**src/kts_pkg.sv**
```systemverilog
// shared types and constants for the keyed timestamp set
`default_nettype none

package kts_pkg;

  // width of a stored timestamp
  localparam int TIME_BITS = 32;

  // item operation codes
  typedef enum logic {
    OP_INSERT = 1'b0,
    OP_REMOVE = 1'b1
  } op_t;

  // engine sequencer states
  typedef enum logic [2:0] {
    ST_CLEAR,
    ST_IDLE,
    ST_SCAN,
    ST_DRAIN,
    ST_UPDATE,
    ST_RESP
  } state_t;

  // one result item handed from the engine to the output register
  typedef struct packed {
    logic                 found;
    logic [TIME_BITS-1:0] time_out;
    logic                 full_res;
  } res_t;

endpackage

`default_nettype wire

```
**src/kts_engine.sv**
```systemverilog
// search and update sequencer: clears the table, scans it per item, writes back
`default_nettype none

module kts_engine #(
  parameter int ENTRIES  = 64,
  parameter int KEY_BITS = 64,
  parameter int AW       = 6,
  parameter int WIDTH    = 97
) (
  input  wire logic                 clk,
  input  wire logic                 rst,
  // item transfer
  input  wire logic                 in_valid,
  output logic                      in_ready,
  input  wire logic                 opcode,
  input  wire logic [KEY_BITS-1:0]  key,
  input  wire logic [kts_pkg::TIME_BITS-1:0] time_in,
  // result transfer towards the output register
  output logic                      res_valid,
  input  wire logic                 res_ready,
  output kts_pkg::res_t             res,
  // memory port
  output logic                      we,
  output logic      [AW-1:0]        waddr,
  output logic      [WIDTH-1:0]     wdata,
  output logic                      re,
  output logic      [AW-1:0]        raddr,
  input  wire logic [WIDTH-1:0]     rdata
);

  localparam int TB = kts_pkg::TIME_BITS;
  localparam logic [AW-1:0] LAST = AW'(ENTRIES - 1);

  kts_pkg::state_t state, state_next;

  logic [AW-1:0]       cnt;
  logic                pend;
  logic [AW-1:0]       pend_idx;
  kts_pkg::op_t        op;
  logic [KEY_BITS-1:0] k;
  logic [TB-1:0]       t;
  logic                hit_f;
  logic [AW-1:0]       hit_idx;
  logic [TB-1:0]       hit_time;
  logic                free_f;
  logic [AW-1:0]       free_idx;

  // fields of the entry read back
  logic                rd_valid;
  logic [KEY_BITS-1:0] rd_key;
  logic [TB-1:0]       rd_time;
  logic                rd_match;

  assign rd_valid = rdata[WIDTH-1];
  assign rd_key   = rdata[TB +: KEY_BITS];
  assign rd_time  = rdata[TB-1:0];
  assign rd_match = rd_valid && (rd_key == k);

  // write-back decision
  logic          ins_new;
  logic          rem_hit;

  assign ins_new = (op == kts_pkg::OP_INSERT) && !hit_f && free_f;
  assign rem_hit = (op == kts_pkg::OP_REMOVE) && hit_f;

  // state register
  always_ff @(posedge clk) begin
    if (rst) begin
      state <= kts_pkg::ST_CLEAR;
    end else begin
      state <= state_next;
    end
  end

  // next state and memory controls
  always_comb begin
    state_next = state;
    in_ready   = 1'b0;
    res_valid  = 1'b0;
    we         = 1'b0;
    waddr      = cnt;
    wdata      = '0;
    re         = 1'b0;
    raddr      = cnt;
    case (state)
      kts_pkg::ST_CLEAR: begin
        we = 1'b1;
        if (cnt == LAST) begin
          state_next = kts_pkg::ST_IDLE;
        end
      end
      kts_pkg::ST_IDLE: begin
        in_ready = 1'b1;
        if (in_valid) begin
          state_next = kts_pkg::ST_SCAN;
        end
      end
      kts_pkg::ST_SCAN: begin
        re = 1'b1;
        if (cnt == LAST) begin
          state_next = kts_pkg::ST_DRAIN;
        end
      end
      kts_pkg::ST_DRAIN: begin
        state_next = kts_pkg::ST_UPDATE;
      end
      kts_pkg::ST_UPDATE: begin
        if (ins_new) begin
          we    = 1'b1;
          waddr = free_idx;
          wdata = {1'b1, k, t};
        end else if (rem_hit) begin
          we    = 1'b1;
          waddr = hit_idx;
          wdata = {1'b0, k, t};
        end
        state_next = kts_pkg::ST_RESP;
      end
      kts_pkg::ST_RESP: begin
        res_valid = 1'b1;
        if (res_ready) begin
          state_next = kts_pkg::ST_IDLE;
        end
      end
      default: begin
        state_next = kts_pkg::ST_CLEAR;
      end
    endcase
  end

  // sweep counter for clearing and scanning
  always_ff @(posedge clk) begin
    if (rst) begin
      cnt <= '0;
    end else if (state == kts_pkg::ST_CLEAR || state == kts_pkg::ST_SCAN) begin
      cnt <= (cnt == LAST) ? '0 : cnt + AW'(1);
    end else begin
      cnt <= '0;
    end
  end

  // read in flight, its data is checked in the cycle after the read
  always_ff @(posedge clk) begin
    if (rst) begin
      pend <= 1'b0;
    end else begin
      pend <= (state == kts_pkg::ST_SCAN);
    end
    pend_idx <= cnt;
  end

  // item capture
  always_ff @(posedge clk) begin
    if (in_valid && in_ready) begin
      op <= kts_pkg::op_t'(opcode);
      k  <= key;
      t  <= time_in;
    end
  end

  // first match and lowest free entry found by the scan
  always_ff @(posedge clk) begin
    if (rst) begin
      hit_f  <= 1'b0;
      free_f <= 1'b0;
    end else if (in_valid && in_ready) begin
      hit_f  <= 1'b0;
      free_f <= 1'b0;
    end else if (pend) begin
      if (rd_match && !hit_f) begin
        hit_f <= 1'b1;
      end
      if (!rd_valid && !free_f) begin
        free_f <= 1'b1;
      end
    end
  end

  always_ff @(posedge clk) begin
    if (pend && rd_match && !hit_f) begin
      hit_idx  <= pend_idx;
      hit_time <= rd_time;
    end
    if (pend && !rd_valid && !free_f) begin
      free_idx <= pend_idx;
    end
  end

  // result fields
  always_comb begin
    res.found    = hit_f;
    res.time_out = rem_hit ? hit_time : '0;
    res.full_res = (op == kts_pkg::OP_INSERT) && !hit_f && !free_f;
  end

endmodule

`default_nettype wire

```
**config.mk**
```make
export PLATFORM = sky130hd
export DESIGN_NAME = kts_engine
export DESIGN_NICKNAME = d
export VERILOG_FILES = /design/src/kts_pkg.sv /design/src/kts_engine.sv
export SDC_FILE = /design/constraint.sdc
export NUM_CORES = 1
export LEC_CHECK = 0
export BUFFER_PORTS_ARGS = -buffer_cell sky130_fd_sc_hd__buf_2
export CORE_MARGIN = 8
export CORE_UTILIZATION = 33
export DETAILED_ROUTE_END_ITERATION = 12
export GPL_TIMING_DRIVEN = 0
export SETUP_SLACK_MARGIN = 0.5
export SLEW_MARGIN = 5
export SYNTH_ARGS = -nofsm -noshare
export SYNTH_HDL_FRONTEND = slang
export SYNTH_SLANG_ARGS = --single-unit
```
**constraint.sdc**
```tcl
create_clock -name clk -period 28.6 [get_ports clk]
set_input_delay 4.29 -clock clk [delete_from_list [all_inputs] [get_ports clk]]
set_output_delay 4.29 -clock clk [all_outputs]
set_load 0.005 [all_outputs]
```
Word-level counts from Yosys, hierarchy flattened:

Cells that the tools add are included.

* bits in registers: 159
* bits of input ports: 198
* output and inout port bits: 147

* add/subtract/negate cells: 1
* equal/unequal tests: 11
* muxes and demuxes: 18
* bitwise logic cells: 2
* reduce and logical (&&, ||, !) cells: 22

Operator list (number)
* 97-bit two-way mux: 2
* 96-bit two-way mux: 1
* 64-bit == test: 1
* 32-bit two-way mux: 1
* 6-bit two-way mux: 3
* 3-bit case mux with 6 select lines: 1
* 1-bit logical AND: 12
* 3-bit two-way mux: 4
* 2-bit inequality test, second input constant: 4
* 6-bit by 1-bit adder with 6-bit output, second input constant: 1
* 3-bit by 2-bit == test with 1-bit output, second input constant: 2
* 3-bit == test, second input constant: 2
* 6-bit == test, second input constant: 1
* 1-bit two-way mux: 5
* 2-bit AND reduction: 2
* 4-bit AND reduction: 1
* 3-bit by 1-bit == test with 1-bit output, second input constant: 1
* 1-bit logical NOT: 3
* 3-bit logical NOT: 1
* 3-bit OR reduction: 1
* 1-bit inverter: 2
* 1-bit case mux with 2 select lines: 1
* 2-bit OR reduction: 1
* 1-bit logical OR: 1

Longest topological paths before layout:

* depth in word-level cells: 5
* gate-level depth with buffers: 8
* depth with buffers taken out: 5

Least setup slack after synthesis:

OpenSTA, ideal clock, no wires.

* path kind: input to register
* from: in in_valid
* to: reg free_f
* library setup time: 0.127 ns
* data arrival time: 14.414 ns
* required time: 28.473 ns
* path slack: 14.059 ns
* stages: 3
* path buffers: 0
* cells stage by stage: nor4bb_1 nor2_1 o21a_1

* longest elaborated chain between the ends: 2

Ends and longest elaborated chain
* start, declared: RTL line kts_engine.sv:13 `input wire logic in_valid,`
* 1-bit logical AND: RTL line kts_engine.sv:166 `end else if (in_valid && in_ready) begin`
* 2-bit OR reduction (no source line)
* end signal, assigned: RTL line kts_engine.sv:165 `free_f <= 1'b0;`
* end signal, assigned: RTL line kts_engine.sv:168 `free_f <= 1'b0;`
* end signal, assigned: RTL line kts_engine.sv:174 `free_f <= 1'b1;`
* end, declared: RTL line kts_engine.sv:45 `logic free_f;`

Every way passes these cells.
A chain may end at the register's enable or synchronous reset.

Worst setup path after layout:

* from: reg hit_f
* to: out wdata[92]

* longest elaborated chain between the ends: 5

Ends and longest elaborated chain
* start, declared: RTL line kts_engine.sv:42 `logic hit_f;`
* start signal, assigned: RTL line kts_engine.sv:164 `hit_f <= 1'b0;`
* start signal, assigned: RTL line kts_engine.sv:167 `hit_f <= 1'b0;`
* start signal, assigned: RTL line kts_engine.sv:171 `hit_f <= 1'b1;`
* 1-bit logical NOT: RTL line kts_engine.sv:63 `assign ins_new = (op == kts_pkg::OP_INSERT) && !hit_f && free_f;`
* 1-bit logical AND (2 in a row): RTL line kts_engine.sv:63
* 97-bit two-way mux (*): RTL line kts_engine.sv:108 `if (ins_new) begin`
* 97-bit two-way mux (*): RTL line kts_engine.sv:85 `case (state)`
* end, declared: RTL line kts_engine.sv:25 `output logic [WIDTH-1:0] wdata,`

Mark *: on every way between the ends. The rest lies on a longest branch, timed or not.

==> impl_metrics.env <==
export IMPL_core_area_mm2=0.0202
export IMPL_maxSlewViolCount=0
export IMPL_dp_cells=1117
export IMPL_drive_above_1_share=0.460
export IMPL_arrival_ps=2840
export IMPL_p_per_area_mw_per_mm2=52.3
export IMPL_cts_tree="built"
export IMPL_period_share=0.249
export IMPL_io_pins=345
export IMPL_ir_worst_vdd_uv=38.0
export IMPL_clock_root_buffer="clkbuf_16"
export IMPL_r2r_setup_slack_ps=25510
export IMPL_seq_area_frac_synth=0.681
export IMPL_fmax_mhz=140
export IMPL_fill_cells=1911
export IMPL_h_tree_depth=4
export IMPL_path_clk_slew_ps=70
export IMPL_grt_overflow_total=0
export IMPL_gp_congestion=0.784
export IMPL_ys_ff_latch=159
export IMPL_cp_required_ps=24310
export IMPL_setup_viol=0
export IMPL_worst_clock_skew_ps=16.5
export IMPL_vias_per_cell=4.57
export IMPL_cts_sinks=159
export IMPL_postRouteAntennaNets=0
export IMPL_period_minus_slack_ps=7130
export IMPL_critPathMaxFanout=10
export IMPL_via_count=5255
export IMPL_synth_distinct_cells=33
export IMPL_maxSlewHeadroom=0.391
export IMPL_cap_violations=0
export IMPL_final_cells=1149
export IMPL_setup_tns_ps=0
export IMPL_worstSetupPathType="reg2out"
export IMPL_routed_wirelength_mm=22.9
export IMPL_grt_usage=0.178
export IMPL_worst_hold_path_type="reg2reg"
export IMPL_grt_pass1_vias=5582
export IMPL_antenna_found_initial=1
export IMPL_post_cts_buffers=0
export IMPL_start_kind="register"
export IMPL_final_hold_viol_count=0
export IMPL_syn_nets=689
export IMPL_io_buffers=344
export IMPL_die_h_um=159
export IMPL_drcViolationCount=0
export IMPL_grt_pass1_wl_mm=33.8
export IMPL_rows=52
export IMPL_whs_ps=419
export IMPL_hpwl_mm=18.6
export IMPL_power_leakage_uw=0.00428
export IMPL_grt_max_degree=17
export IMPL_tightestPinTransition_ps=912
export IMPL_cp_end_kind="output port"
export IMPL_fin_nets=1065
export IMPL_first_iter_violations=342
export IMPL_syn_inst=490
export IMPL_die_area_mm2=0.0253
export IMPL_synthesis_area_mm2=0.00675
export IMPL_rsz0062_at_grt="no"
export IMPL_insertedDiodeCount=0
export IMPL_syn2layout_area_growth_pct=41.5
export IMPL_post_cts_resized_instances=0
export IMPL_wire_per_inst_um=19.9
export IMPL_drt_first_pass_iters=4
export IMPL_outcome="complete, no violations"
export IMPL_start_util=0.335
export IMPL_avgSynthCellArea_um2=13.8
export IMPL_synth_warnings=0
export IMPL_cts_buffers=17
export IMPL_cts_buffer_depth=2
export IMPL_clk_latency_ps=430
export IMPL_hold_buffers=0
export IMPL_fp_dieW_um=159
-- area by class of cell --
cell class	count	area [um^2]	area share
buffer	22	104	0.0109
clock buffer	19	464	0.0486
clock inverter	13	121	0.0127
inverter	3	11.3	0.00118
multi-input combinational	306	2060	0.216
sequential	159	4590	0.481
tap	270	338	0.0354
timing repair buffer	357	1850	0.194
-- placed cells by master, fill, tap and decap left out, types with 4 or more instances in the layout --
cell type  count
nand2_1        8
xor2_1        14
buf_4          8
nand4_1       23
xnor2_1       54
clkbuf_16     18
dfxtp_1       18
buf_2        352
nor2_1        26
nor4_1         6
and2_1        98
inv_6          4
clkinv_4       4
buf_6          7
nand4b_1       4
and3_1        34
o22ai_1        6
clkbuf_1      11
edfxtp_1     141
nor3_1         5
-- layer usage --
layer  share of wire  GRT usage
met1            0.40      0.193
met2            0.50      0.306
met3           0.090     0.0812
met4           0.016     0.0497
met5         0.00057          0
-- worst max-delay path: stages (launching register included) --
cell and delay, ps:
dfxtp_1 390, clkbuf_1 390, nand4_1 450, nand2_1 330
buf_4 210, buf_2 320, and2_1 200, buf_2 130
-- worst paths after layout --
check,from,cells after the start,end
worst min register to register,raddr[1],0,pend_idx[1]
worst max register to register,k[44],7,hit_time[15]
worst min-delay path,raddr[1],0,pend_idx[1]
worst max-delay path,hit_f,7,wdata[92]
-- kinds of logic (layout without fill, tap and decap cells) --
kind of cell,after synthesis,after routing,synth area share
adder cells (fa/ha/maj),1,1,0.00185
AND/OR/NAND/NOR,223,223,0.199
flip-flops,159,159,0.681
AO/OA/AOI/OAI,14,14,0.0132
XOR/XNOR,68,68,0.0882
buffers and inverters,25,414,0.0171
-- synthesized netlist by cell type, drive strengths merged --
| library cell | number | area [um^2] |
|---|---|---|
| a211oi | 1 | 7.51 |
| a21oi | 3 | 15.0 |
| a311oi | 1 | 8.76 |
| and2 | 98 | 613 |
| and3 | 34 | 213 |
| buf | 11 | 62.6 |
| clkbuf | 11 | 41.3 |
| dfxtp | 18 | 360 |
| edfxtp | 141 | 4230 |
| ha | 1 | 12.5 |
| inv | 3 | 11.3 |
| nand2 | 8 | 30.0 |
| nand2b | 2 | 12.5 |
| nand3 | 3 | 15.0 |
| nand3b | 1 | 7.51 |
| nand4 | 23 | 144 |
| nand4b | 4 | 35.0 |
| nor2 | 26 | 97.6 |
| nor2b | 3 | 18.8 |
| nor3 | 5 | 25.0 |
| nor3b | 2 | 15.0 |
| nor4 | 8 | 65.1 |
| nor4b | 1 | 8.76 |
| nor4bb | 2 | 20.0 |
| o21a | 2 | 15.0 |
| o21ai | 1 | 5.00 |
| o22ai | 6 | 37.5 |
| or3 | 1 | 7.51 |
| or4 | 2 | 15.0 |
| xnor2 | 54 | 473 |
| xor2 | 14 | 123 |
-- metrics by stage --
step	total power, uW	instance area [um^2]	setup WS (ps)	util
after floorplan	265	6750	14060	-
after global placement	281	8810	7420	0.437
after detailed placement	282	8960	21420	0.444
after CTS	506	9550	21340	0.473
after global routing	517	9550	21190	0.473
final	500	9550	21470	0.473
-- flip-flops by register name, summed over array words and instances, names as in the netlist --
name,flops
k,64
hit_time,32
t,32
free_idx,6
hit_idx,6
pend_idx,6
raddr,6
state,3
free_f,1
hit_f,1
op,1
pend,1
-- report_power, final --
part	switching [uW]	leakage (uW)	internal (uW)
registers	0.705	0.00141	253
clock network	100	0.000287	122
logic	9.66	0.00258	13.7
total	111	0.00428	389
Note: power is estimated with default switching activity, not from simulation.
